==> src/rtl/ddsc_pkg.sv <==
`timescale 1ns / 1ps

package ddsc_pkg;

  localparam int OUTER_DIVIDE_DEF = 2;
  localparam int DUTY_MAX         = 10000;

  localparam int CFG_IDX_W  = 4;
  localparam int CFG_DATA_W = 16;

  localparam logic [CFG_IDX_W-1:0] REG_SPEED_P    = 4'd0;
  localparam logic [CFG_IDX_W-1:0] REG_SPEED_I    = 4'd1;
  localparam logic [CFG_IDX_W-1:0] REG_SPEED_D    = 4'd2;
  localparam logic [CFG_IDX_W-1:0] REG_STEER_KP   = 4'd3;
  localparam logic [CFG_IDX_W-1:0] REG_STEER_KD   = 4'd4;
  localparam logic [CFG_IDX_W-1:0] REG_OUT_MAX    = 4'd5;
  localparam logic [CFG_IDX_W-1:0] REG_OUT_MIN    = 4'd6;
  localparam logic [CFG_IDX_W-1:0] REG_BASE_SPEED = 4'd7;

  localparam logic [15:0]        SPEED_P_RST    = 16'd1664;
  localparam logic [15:0]        SPEED_I_RST    = 16'd0;
  localparam logic [15:0]        SPEED_D_RST    = 16'd0;
  localparam logic [15:0]        STEER_KP_RST   = 16'd2622;
  localparam logic [15:0]        STEER_KD_RST   = 16'd5190;
  localparam logic [14:0]        OUT_MAX_RST    = 15'd4000;
  localparam logic signed [15:0] OUT_MIN_RST    = 16'sd50;
  localparam logic [10:0]        BASE_SPEED_RST = 11'd130;

  // steering constants
  localparam logic [8:0]  DEADBAND      = 9'd2;
  localparam logic [8:0]  SOFT_ZONE     = 9'd10;
  localparam logic [10:0] BASE_FLOOR    = 11'd120;
  localparam logic [10:0] TARGET_MAX    = 11'd1500;
  localparam logic [11:0] TURN_LIMIT_Q5 = 12'd2500;
  localparam logic [15:0] RECIP_5       = 16'd52429;

  typedef struct packed {
    logic signed [8:0]  line_offset;
    logic signed [15:0] left_count;
    logic signed [15:0] right_count;
    logic               stop;
  } item_t;

  typedef struct packed {
    logic [13:0] left_duty;
    logic        left_reverse;
    logic [13:0] right_duty;
    logic        right_reverse;
    logic [10:0] left_target;
    logic [10:0] right_target;
  } result_t;

  typedef struct packed {
    logic [15:0] kp;
    logic [15:0] kd;
  } steer_cfg_t;

  typedef struct packed {
    logic [15:0]        p;
    logic [15:0]        i;
    logic [15:0]        d;
    logic [14:0]        out_max;
    logic signed [15:0] out_min;
  } wheel_cfg_t;

endpackage

==> src/rtl/differential_drive_speed_control_unit.sv <==
`timescale 1ns / 1ps
// flow: one item at a time; the next beat is taken once the result is registered, which waits
//   while an earlier result is still unaccepted; steering ticks also run the steering unit
//   before the wheels; the pace is set by the single shared multiplier in each wheel lane
//   (three products) and in the steering unit (three products, including the divide by 1280)
// reset: synchronous, active high; registers return to their defaults, all loop state
//   and the tick phase clear to zero, no result pending

module differential_drive_speed_control_unit #(
  parameter int OUTER_DIVIDE = ddsc_pkg::OUTER_DIVIDE_DEF
) (
  input  logic                           clk,
  input  logic                           rst,
  input  logic                           item_valid,
  output logic                           item_ready,
  input  ddsc_pkg::item_t                item,
  output logic                           result_valid,
  input  logic                           result_ready,
  output ddsc_pkg::result_t              result,
  input  logic                           cfg_valid,
  output logic                           cfg_ready,
  input  logic [ddsc_pkg::CFG_IDX_W-1:0] cfg_index,
  input  logic [ddsc_pkg::CFG_DATA_W-1:0] cfg_data
);
  import ddsc_pkg::*;

  localparam int PHASE_W  = (OUTER_DIVIDE > 1) ? $clog2(OUTER_DIVIDE) : 1;
  localparam int PHASE_CW = PHASE_W + 1;

  typedef enum logic [2:0] {
    T_IDLE, T_LAUNCH, T_STEER, T_WHEEL, T_OUT
  } state_t;

  state_t state;

  steer_cfg_t steer_cfg;
  wheel_cfg_t wheel_cfg;
  logic [10:0] base_speed;

  logic [PHASE_W-1:0]  phase;
  logic [PHASE_CW-1:0] phase_inc;
  logic                wrap;

  logic signed [8:0]  offset_q;
  logic signed [16:0] lcount_q;
  logic signed [16:0] rcount_q;
  logic [10:0]        goal_q;
  logic               do_steer;

  logic steer_start;
  logic steer_done;
  logic wheel_start;
  logic left_done;
  logic right_done;
  logic [10:0] left_target;
  logic [10:0] right_target;
  logic signed [15:0] left_drive;
  logic signed [15:0] right_drive;

  function automatic logic [13:0] duty_of(input logic signed [15:0] drv);
    logic [16:0] mag;
    mag = drv[15] ? 17'(-17'(drv)) : 17'(drv);
    if (mag > 17'(DUTY_MAX)) begin
      mag = 17'(DUTY_MAX);
    end
    return mag[13:0];
  endfunction

  assign cfg_ready  = 1'b1;
  assign item_ready = (state == T_IDLE);

  always_ff @(posedge clk) begin
    if (rst) begin
      wheel_cfg.p       <= SPEED_P_RST;
      wheel_cfg.i       <= SPEED_I_RST;
      wheel_cfg.d       <= SPEED_D_RST;
      steer_cfg.kp      <= STEER_KP_RST;
      steer_cfg.kd      <= STEER_KD_RST;
      wheel_cfg.out_max <= OUT_MAX_RST;
      wheel_cfg.out_min <= OUT_MIN_RST;
      base_speed        <= BASE_SPEED_RST;
    end else if (cfg_valid && cfg_ready) begin
      case (cfg_index)
        REG_SPEED_P:    wheel_cfg.p       <= cfg_data;
        REG_SPEED_I:    wheel_cfg.i       <= cfg_data;
        REG_SPEED_D:    wheel_cfg.d       <= cfg_data;
        REG_STEER_KP:   steer_cfg.kp      <= cfg_data;
        REG_STEER_KD:   steer_cfg.kd      <= cfg_data;
        REG_OUT_MAX:    wheel_cfg.out_max <= cfg_data[14:0];
        REG_OUT_MIN:    wheel_cfg.out_min <= $signed(cfg_data);
        REG_BASE_SPEED: base_speed        <= cfg_data[10:0];
        default: ;
      endcase
    end
  end

  assign phase_inc = PHASE_CW'(phase) + PHASE_CW'(1);
  assign wrap      = phase_inc >= PHASE_CW'(OUTER_DIVIDE);

  always_comb begin
    steer_start = 1'b0;
    wheel_start = 1'b0;
    case (state)
      T_LAUNCH: begin
        steer_start = do_steer;
        wheel_start = !do_steer;
      end
      T_STEER: wheel_start = steer_done;
      default: ;
    endcase
  end

  always_ff @(posedge clk) begin
    if (rst) begin
      state        <= T_IDLE;
      phase        <= '0;
      do_steer     <= 1'b0;
      result_valid <= 1'b0;
    end else begin
      if (result_valid && result_ready && state != T_OUT) begin
        result_valid <= 1'b0;
      end
      case (state)
        T_IDLE: begin
          if (item_valid) begin
            offset_q <= item.line_offset;
            lcount_q <= -17'(item.left_count);
            rcount_q <= 17'(item.right_count);
            goal_q   <= item.stop ? 11'd0 : base_speed;
            do_steer <= wrap;
            phase    <= wrap ? '0 : phase_inc[PHASE_W-1:0];
            state    <= T_LAUNCH;
          end
        end
        T_LAUNCH: state <= do_steer ? T_STEER : T_WHEEL;
        T_STEER: begin
          if (steer_done) begin
            state <= T_WHEEL;
          end
        end
        T_WHEEL: begin
          if (left_done && right_done) begin
            state <= T_OUT;
          end
        end
        T_OUT: begin
          // merge the two lanes once the previous beat has gone
          if (!result_valid || result_ready) begin
            result.left_duty     <= duty_of(left_drive);
            result.left_reverse  <= left_drive[15];
            result.right_duty    <= duty_of(right_drive);
            result.right_reverse <= right_drive[15];
            result.left_target   <= left_target;
            result.right_target  <= right_target;
            result_valid         <= 1'b1;
            state                <= T_IDLE;
          end
        end
        default: state <= T_IDLE;
      endcase
    end
  end

  ddsc_steer u_steer (
    .clk          (clk),
    .rst          (rst),
    .start        (steer_start),
    .line_offset  (offset_q),
    .goal         (goal_q),
    .cfg          (steer_cfg),
    .done         (steer_done),
    .left_target  (left_target),
    .right_target (right_target)
  );

  ddsc_wheel u_wheel_left (
    .clk    (clk),
    .rst    (rst),
    .start  (wheel_start),
    .target (left_target),
    .count  (lcount_q),
    .cfg    (wheel_cfg),
    .done   (left_done),
    .drive  (left_drive)
  );

  ddsc_wheel u_wheel_right (
    .clk    (clk),
    .rst    (rst),
    .start  (wheel_start),
    .target (right_target),
    .count  (rcount_q),
    .cfg    (wheel_cfg),
    .done   (right_done),
    .drive  (right_drive)
  );

endmodule

==> src/rtl/ddsc_steer.sv <==
`timescale 1ns / 1ps

module ddsc_steer (
  input  logic                clk,
  input  logic                rst,
  input  logic                start,
  input  logic signed [8:0]   line_offset,
  input  logic [10:0]         goal,
  input  ddsc_pkg::steer_cfg_t cfg,
  output logic                done,
  output logic [10:0]         left_target,
  output logic [10:0]         right_target
);
  import ddsc_pkg::*;

  typedef enum logic [2:0] {
    S_IDLE, S_MUL_P, S_MUL_D, S_SUM, S_ABS, S_DIV, S_TGT
  } state_t;

  state_t state;

  logic signed [8:0]  last_err;
  logic signed [11:0] em;
  logic signed [12:0] de5;
  logic [10:0]        base;
  logic signed [29:0] prod;
  logic signed [30:0] acc;
  logic [11:0]        amag;
  logic               neg;

  logic [8:0]         ae_raw;
  logic               dead;
  logic signed [8:0]  e;
  logic [8:0]         ae;
  logic signed [11:0] e12;
  logic signed [12:0] de13;
  logic [11:0]        ae7;
  logic signed [12:0] base_raw;
  logic [15:0]        mul_a;
  logic signed [12:0] mul_b;
  logic signed [29:0] mul_w;
  logic [30:0]        acc_mag;
  logic [22:0]        acc_sh;
  logic signed [9:0]  turn;
  logic signed [12:0] sum_l;
  logic signed [12:0] sum_r;

  function automatic logic [10:0] clamp_target(input logic signed [12:0] v);
    if (v < 13'sd0) begin
      return 11'd0;
    end else if (v > $signed({2'b00, TARGET_MAX})) begin
      return TARGET_MAX;
    end else begin
      return v[10:0];
    end
  endfunction

  always_comb begin
    ae_raw   = line_offset[8] ? 9'(-line_offset) : 9'(line_offset);
    dead     = ae_raw < DEADBAND;
    e        = dead ? 9'sd0 : line_offset;
    ae       = dead ? 9'd0 : ae_raw;
    e12      = 12'(e);
    em       = (ae < SOFT_ZONE) ? (e12 + (e12 <<< 1)) : (e12 + (e12 <<< 2));
    de13     = 13'(e) - 13'(last_err);
    ae7      = {ae, 3'b000} - {3'b000, ae};
    base_raw = $signed({2'b00, goal}) - $signed({2'b00, ae7[11:1]});
  end

  always_comb begin
    case (state)
      S_MUL_P: begin
        mul_a = cfg.kp;
        mul_b = 13'(em);
      end
      S_MUL_D: begin
        mul_a = cfg.kd;
        mul_b = de5;
      end
      default: begin
        mul_a = RECIP_5;
        mul_b = $signed({1'b0, amag});
      end
    endcase
    mul_w = $signed({1'b0, mul_a}) * mul_b;
  end

  always_comb begin
    acc_mag = acc[30] ? 31'(-acc) : 31'(acc);
    acc_sh  = acc_mag[30:8];
    turn    = neg ? -$signed({1'b0, prod[26:18]}) : $signed({1'b0, prod[26:18]});
    sum_l   = $signed({2'b00, base}) + 13'(turn);
    sum_r   = $signed({2'b00, base}) - 13'(turn);
  end

  always_ff @(posedge clk) begin
    if (rst) begin
      state        <= S_IDLE;
      done         <= 1'b0;
      last_err     <= '0;
      left_target  <= '0;
      right_target <= '0;
    end else begin
      done <= 1'b0;
      case (state)
        S_IDLE: begin
          if (start) begin
            de5      <= de13 + (de13 <<< 2);
            base     <= (base_raw < $signed({2'b00, BASE_FLOOR})) ? BASE_FLOOR
                                                                  : base_raw[10:0];
            last_err <= e;
            state    <= S_MUL_P;
          end
        end
        S_MUL_P: begin
          prod  <= mul_w;
          state <= S_MUL_D;
        end
        S_MUL_D: begin
          acc   <= 31'(prod);
          prod  <= mul_w;
          state <= S_SUM;
        end
        S_SUM: begin
          acc   <= acc + 31'(prod);
          state <= S_ABS;
        end
        S_ABS: begin
          neg   <= acc[30];
          amag  <= (acc_sh >= 23'(TURN_LIMIT_Q5)) ? TURN_LIMIT_Q5 : acc_sh[11:0];
          state <= S_DIV;
        end
        S_DIV: begin
          prod  <= mul_w;
          state <= S_TGT;
        end
        S_TGT: begin
          left_target  <= clamp_target(sum_l);
          right_target <= clamp_target(sum_r);
          done         <= 1'b1;
          state        <= S_IDLE;
        end
        default: state <= S_IDLE;
      endcase
    end
  end

endmodule

==> src/rtl/ddsc_wheel.sv <==
`timescale 1ns / 1ps

module ddsc_wheel (
  input  logic                 clk,
  input  logic                 rst,
  input  logic                 start,
  input  logic [10:0]          target,
  input  logic signed [16:0]   count,
  input  ddsc_pkg::wheel_cfg_t cfg,
  output logic                 done,
  output logic signed [15:0]   drive
);
  import ddsc_pkg::*;

  typedef enum logic [2:0] {
    W_IDLE, W_MUL_P, W_MUL_I, W_MUL_D, W_SUM, W_FIN
  } state_t;

  state_t state;

  logic signed [16:0] err_last;
  logic signed [16:0] err_prev;
  logic signed [16:0] err;
  logic signed [17:0] d1;
  logic signed [18:0] d2;
  logic               frozen;
  logic signed [35:0] prod;
  logic signed [37:0] acc;

  logic signed [17:0] err_w;
  logic signed [16:0] err_n;
  logic signed [16:0] drv17;
  logic signed [16:0] lim17;
  logic               err_pos;
  logic               frozen_w;
  logic [15:0]        mul_a;
  logic signed [18:0] mul_b;
  logic signed [35:0] mul_w;
  logic signed [37:0] step;
  logic signed [37:0] v;

  always_comb begin
    err_w    = $signed({7'b0, target}) - 18'(count);
    err_n    = err_w[16:0];
    drv17    = 17'(drive);
    lim17    = $signed({2'b00, cfg.out_max});
    err_pos  = !err_n[16] && (err_n != 17'sd0);
    frozen_w = ((drv17 >= lim17) && err_pos) || ((drv17 <= -lim17) && err_n[16]);
  end

  always_comb begin
    case (state)
      W_MUL_P: begin
        mul_a = cfg.p;
        mul_b = 19'(d1);
      end
      W_MUL_I: begin
        mul_a = frozen ? 16'd0 : cfg.i;
        mul_b = 19'(err);
      end
      default: begin
        mul_a = cfg.d;
        mul_b = d2;
      end
    endcase
    mul_w = $signed({1'b0, mul_a}) * mul_b;
  end

  // divide by 256 truncating toward zero
  always_comb begin
    step = acc[37] ? ((acc + 38'sd255) >>> 8) : (acc >>> 8);
    v    = 38'(drive) + step;
  end

  always_ff @(posedge clk) begin
    if (rst) begin
      state    <= W_IDLE;
      done     <= 1'b0;
      drive    <= '0;
      err_last <= '0;
      err_prev <= '0;
    end else begin
      done <= 1'b0;
      case (state)
        W_IDLE: begin
          if (start) begin
            err      <= err_n;
            d1       <= 18'(err_n) - 18'(err_last);
            d2       <= 19'(err_n) - (19'(err_last) <<< 1) + 19'(err_prev);
            frozen   <= frozen_w;
            err_prev <= err_last;
            err_last <= err_n;
            state    <= W_MUL_P;
          end
        end
        W_MUL_P: begin
          prod  <= mul_w;
          state <= W_MUL_I;
        end
        W_MUL_I: begin
          acc   <= 38'(prod);
          prod  <= mul_w;
          state <= W_MUL_D;
        end
        W_MUL_D: begin
          acc   <= acc + 38'(prod);
          prod  <= mul_w;
          state <= W_SUM;
        end
        W_SUM: begin
          acc   <= acc + 38'(prod);
          state <= W_FIN;
        end
        W_FIN: begin
          if (v < 38'(cfg.out_min)) begin
            drive <= cfg.out_min;
          end else if (v > $signed({23'b0, cfg.out_max})) begin
            drive <= $signed({1'b0, cfg.out_max});
          end else begin
            drive <= v[15:0];
          end
          done  <= 1'b1;
          state <= W_IDLE;
        end
        default: state <= W_IDLE;
      endcase
    end
  end

endmodule
==> config.mk <==
export PLATFORM = sky130hd
export DESIGN_NAME = differential_drive_speed_control_unit
export DESIGN_NICKNAME = d
export VERILOG_FILES = /design/src/rtl/ddsc_pkg.sv /design/src/rtl/differential_drive_speed_control_unit.sv /design/src/rtl/ddsc_steer.sv /design/src/rtl/ddsc_wheel.sv
export SDC_FILE = /design/constraint.sdc
export NUM_CORES = 2
export LEC_CHECK = 0
export ABC_AREA = 1
export BUFFER_PORTS_ARGS = -buffer_cell sky130_fd_sc_hd__buf_2
export CORE_MARGIN = 1
export CORE_UTILIZATION = 55
export CTS_CLUSTER_SIZE = 12
export DETAILED_ROUTE_END_ITERATION = 7
export PLACE_DENSITY = 0.71
export SYNTH_ARGS = -nofsm -noshare
export SYNTH_HDL_FRONTEND = slang
export SYNTH_SLANG_ARGS = --single-unit
==> constraint.sdc <==
create_clock -name clk -period 10.3 [get_ports clk]
set_input_delay 0 -clock clk [delete_from_list [all_inputs] [get_ports clk]]
set_output_delay 0 -clock clk [all_outputs]
set_load 0.1 [all_outputs]
==> metrics <==
result of the run finished with violations; failing checks DRC; die width 389 µm; Post-CTS Resized 0; global-route wire length before repair 384,000 µm; non-filler cells, final 12.6k; number of cells in the design after placement 12.3k; commonest non-fill, non-tap cell in the layout sky130_fd_sc_hd__nand2_1; min cycle time layout 9480 ps; final number of setup-violating endpoints 0; Worst path slowest cell sky130_fd_sc_hd__fa_1; number of detailed-routing iterations run before antenna repair 8; number of buffers inserted during clock tree synthesis 87; via count 70.5k; TritonCTS clock tree done; top-level I/O count 122; final global-route overflow total 0; sum of net half-perimeters after detailed placement 193,000 µm; Avg Synthesized Cell Area 7.96 µm²; share of layout cells above drive strength 1 5.13%; Filler cells 13.3k; Worst Hold Launch cfg_index[2]; Data required, critical path 10,760 ps; Clock Root Buffer sky130_fd_sc_hd__clkbuf_16; top cells by area in the synthesized netlist sky130_fd_sc_hd__fa_1 (20%), sky130_fd_sc_hd__edfxtp_1 (17%), sky130_fd_sc_hd__ha_1 (12%), sky130_fd_sc_hd__nand2_1 (9.3%), sky130_fd_sc_hd__inv_1 (8.7%); buffer count from post-CTS setup fixing 0; Critical Path Start offset_q[1]; tightest hold margin 53.2 ps; Initial Util 55.6%; pin count of the biggest net entering global routing 118; total DRC errors in the routed layout 2; P&R area growth vs syn 8.57%; Maximum Capacitance Violations 0; share of synthesized area occupied by flip-flops and latches 23.4%; per-cell via count in the routed design 5.61; proportion of synthesized flip-flops having asynchronous set or reset 0%; Final Hold Viols 0; Critical R2R Launch offset_q[1]; hold depth 4; maximum net fanout on the critical path 10; core area 148,000 µm²; post-layout net count 12.2k; clock latency of the later-clocked register in the worst-skew pair 730 ps; register bit total from synthesis 732; start-to-end type of the worst setup path reg2reg; CP Data Arrival Time 9940 ps; vertical die dimension 389 µm; Worst Hold Path EP wheel_cfg[1]; global-route usage over all layers 32.4%; H-Tree Depth 3; maximum cell stage delay along the critical path 550 ps; I/O Buffers 120; worst setup slack for register-to-register paths 820 ps; maximum clock path buffer count 3; Yosys top cell by area sky130_fd_sc_hd__fa_1; final slew viol count 0; relative max-transition margin 8.50%; summed negative setup slack over all endpoints 0 ps; placer congestion estimate 0.962; synthesized net count 12.0k; Worst R2R Path Depth 44; via count of the first global-routing pass 70.1k; sequential cell area 19,300 µm²; Die ar. 151,000 µm²; CTS sink cnt 732; post-synthesis cell type count 70; antenna violations before repair 13; setup repair after global routing missed its margin no; Initial DRC Count 5,940; count of standard-cell rows 141; Clock Pin Slew Worst Setup and Hold Paths 60 ps; commonest non-fill, non-tap cells in the layout sky130_fd_sc_hd__nand2_1 (2,043), sky130_fd_sc_hd__inv_1 (1,905), sky130_fd_sc_hd__nor2_1 (918), sky130_fd_sc_hd__fa_1 (818), sky130_fd_sc_hd__ha_1 (787); reg-to-reg critical path endpoint u_steer.prod[22]; maximum operating frequency 106 MHz; DRT Wirelength 245,000 µm; number of synthesized flops with an enable pin 461; routed wirelength normalized by instance count 19.5 µm; Detail Route Antenna Nets 0; Finished Core Util 60.4%; worst setup skew after layout 67.9 ps; critical path startpoint category flip-flop; Worst Max-Slew Pin Slew 1370 ps; crit path capture type flip-flop; Post-Synthesis Cell Area 82,400 µm²; dominant synthesized flop cell sky130_fd_sc_hd__edfxtp_1; portion of the clock cycle consumed by the worst path in the final layout 92.0%; worst min-delay path category in2reg; area occupied by multi-input gates 55,000 µm²; area share of the largest cell type after synthesis 19.9%; Synth Instances 10.3k; number of warnings reported in the yosys synthesis log 0
state kept, by name (all words and copies together), names as in the netlist, 16 cells and up:
name / flops
wheel_cfg: 79
result: 52
u_wheel_left.acc: 38
u_wheel_right.acc: 38
u_wheel_left.prod: 36
u_wheel_right.prod: 36
steer_cfg: 32
u_steer.acc: 31
u_steer.prod: 30
u_wheel_left.d2: 19
u_wheel_right.d2: 19
u_wheel_left.d1: 18
u_wheel_right.d1: 18
lcount_q: 17
u_wheel_left.err: 17
u_wheel_left.err_last: 17
u_wheel_left.err_prev: 17
u_wheel_right.err: 17
u_wheel_right.err_last: 17
u_wheel_right.err_prev: 17
rcount_q: 16
u_wheel_left.drive: 16
u_wheel_right.drive: 16
layout make-up:
type,instances,share of cell area [%]
Multi-Input combinational cell,7441,61.5
Sequential cell,732,21.5
Inverter,1962,8.24
Tap cell,1930,2.70
Timing Repair Buffer,323,2.68
Clock buffer,112,2.62
Clock inverter,50,0.738
Antenna cell,3,0.00839
cell usage after synthesis (15+ instances only):
| cell | count |
|---|---|
| sky130_fd_sc_hd__o21ai_1 | 98 |
| sky130_fd_sc_hd__nor3_1 | 111 |
| sky130_fd_sc_hd__clkinv_1 | 34 |
| sky130_fd_sc_hd__inv_1 | 1906 |
| sky130_fd_sc_hd__or2_2 | 37 |
| sky130_fd_sc_hd__nand4_1 | 74 |
| sky130_fd_sc_hd__nor2_1 | 927 |
| sky130_fd_sc_hd__buf_1 | 15 |
| sky130_fd_sc_hd__dfxtp_1 | 271 |
| sky130_fd_sc_hd__nand3b_1 | 27 |
| sky130_fd_sc_hd__o21a_1 | 25 |
| sky130_fd_sc_hd__edfxtp_1 | 461 |
| sky130_fd_sc_hd__ha_1 | 787 |
| sky130_fd_sc_hd__inv_2 | 22 |
| sky130_fd_sc_hd__nand2_1 | 2044 |
| sky130_fd_sc_hd__o211ai_1 | 62 |
| sky130_fd_sc_hd__o21ai_0 | 512 |
| sky130_fd_sc_hd__nand3_1 | 357 |
| sky130_fd_sc_hd__clkbuf_1 | 158 |
| sky130_fd_sc_hd__xnor2_1 | 153 |
| sky130_fd_sc_hd__a21oi_1 | 712 |
| sky130_fd_sc_hd__nand2_2 | 28 |
| sky130_fd_sc_hd__xor2_1 | 316 |
| sky130_fd_sc_hd__a21o_1 | 29 |
| sky130_fd_sc_hd__buf_2 | 33 |
| sky130_fd_sc_hd__a31oi_1 | 57 |
| sky130_fd_sc_hd__fa_1 | 818 |
| sky130_fd_sc_hd__nor4_1 | 37 |
| sky130_fd_sc_hd__a21boi_0 | 20 |
| sky130_fd_sc_hd__o21bai_1 | 37 |
| sky130_fd_sc_hd__nor2_2 | 24 |
kinds of logic (layout without fill, tap and decap cells):
kind of cell | Yosys count | after routing | share of synthesized area (%)
AOI/OAI and AO/OA | 1647 | 1647 | 11.0
xor gates and xnor gates | 472 | 472 | 5.04
adders and majority gates | 1605 | 1605 | 31.8
buffers and inverters | 2175 | 2447 | 10.0
DFF | 732 | 732 | 23.4
muxes | 1 | 1 | 0.0137
other | 1 | 4 | 0.00455
and+or+nand+nor | 3715 | 3715 | 18.7
critical path, delay by kind of cell (launching register included):
family	cells	cell delay (ps)
flip-flops	1	440
XOR/XNOR	2	250
buffers and inverters	6	620
AO/OA/AOI/OAI	12	1880
AND/OR/NAND/NOR	14	1750
adder cells (fa/ha/maj)	10	4220
worst max-delay path by stage:
stage / endpoint / slack [ps] / cells past startpoint
6_report: u_steer.prod[22] / 820 / 44
5_1_grt: u_steer.prod[22] / 80 / 44
4_1_cts: u_steer.prod[22] / 780 / 44
3_5_place_dp: u_steer.prod[22] / 840 / 44
3_3_place_gp: u_steer.prod[22] / 890 / 44
2_1_floorplan: u_steer.prod[22] / 2030 / 44
layer usage:
layer	vias to the layer above	global-route usage (%)	wire length (µm)
met5	-	0	0
met3	462	5.47	20400
met2	2577	51.5	110000
met4	0	12.5	10100
met1	34000	44.0	104000
li1	33400	-	-
what timing repair did:
action,4_1_cts,5_1_grt
hold buffers,104,0
endpoints found under the setup margin,0,0
endpoints found under the hold margin,227,0
per-stage QoR:
stage / cell area [µm²] / setup slack, ps
3_3_place_gp: 85400 / 889
5_1_grt: 89500 / 84.0
2_1_floorplan: 82400 / 2030
4_1_cts: 89500 / 785
6_report: 89500 / 824
3_5_place_dp: 85400 / 835
Power is not shown: default switching activity piles up to over one toggle a cycle in this logic, so the estimate is an artifact.
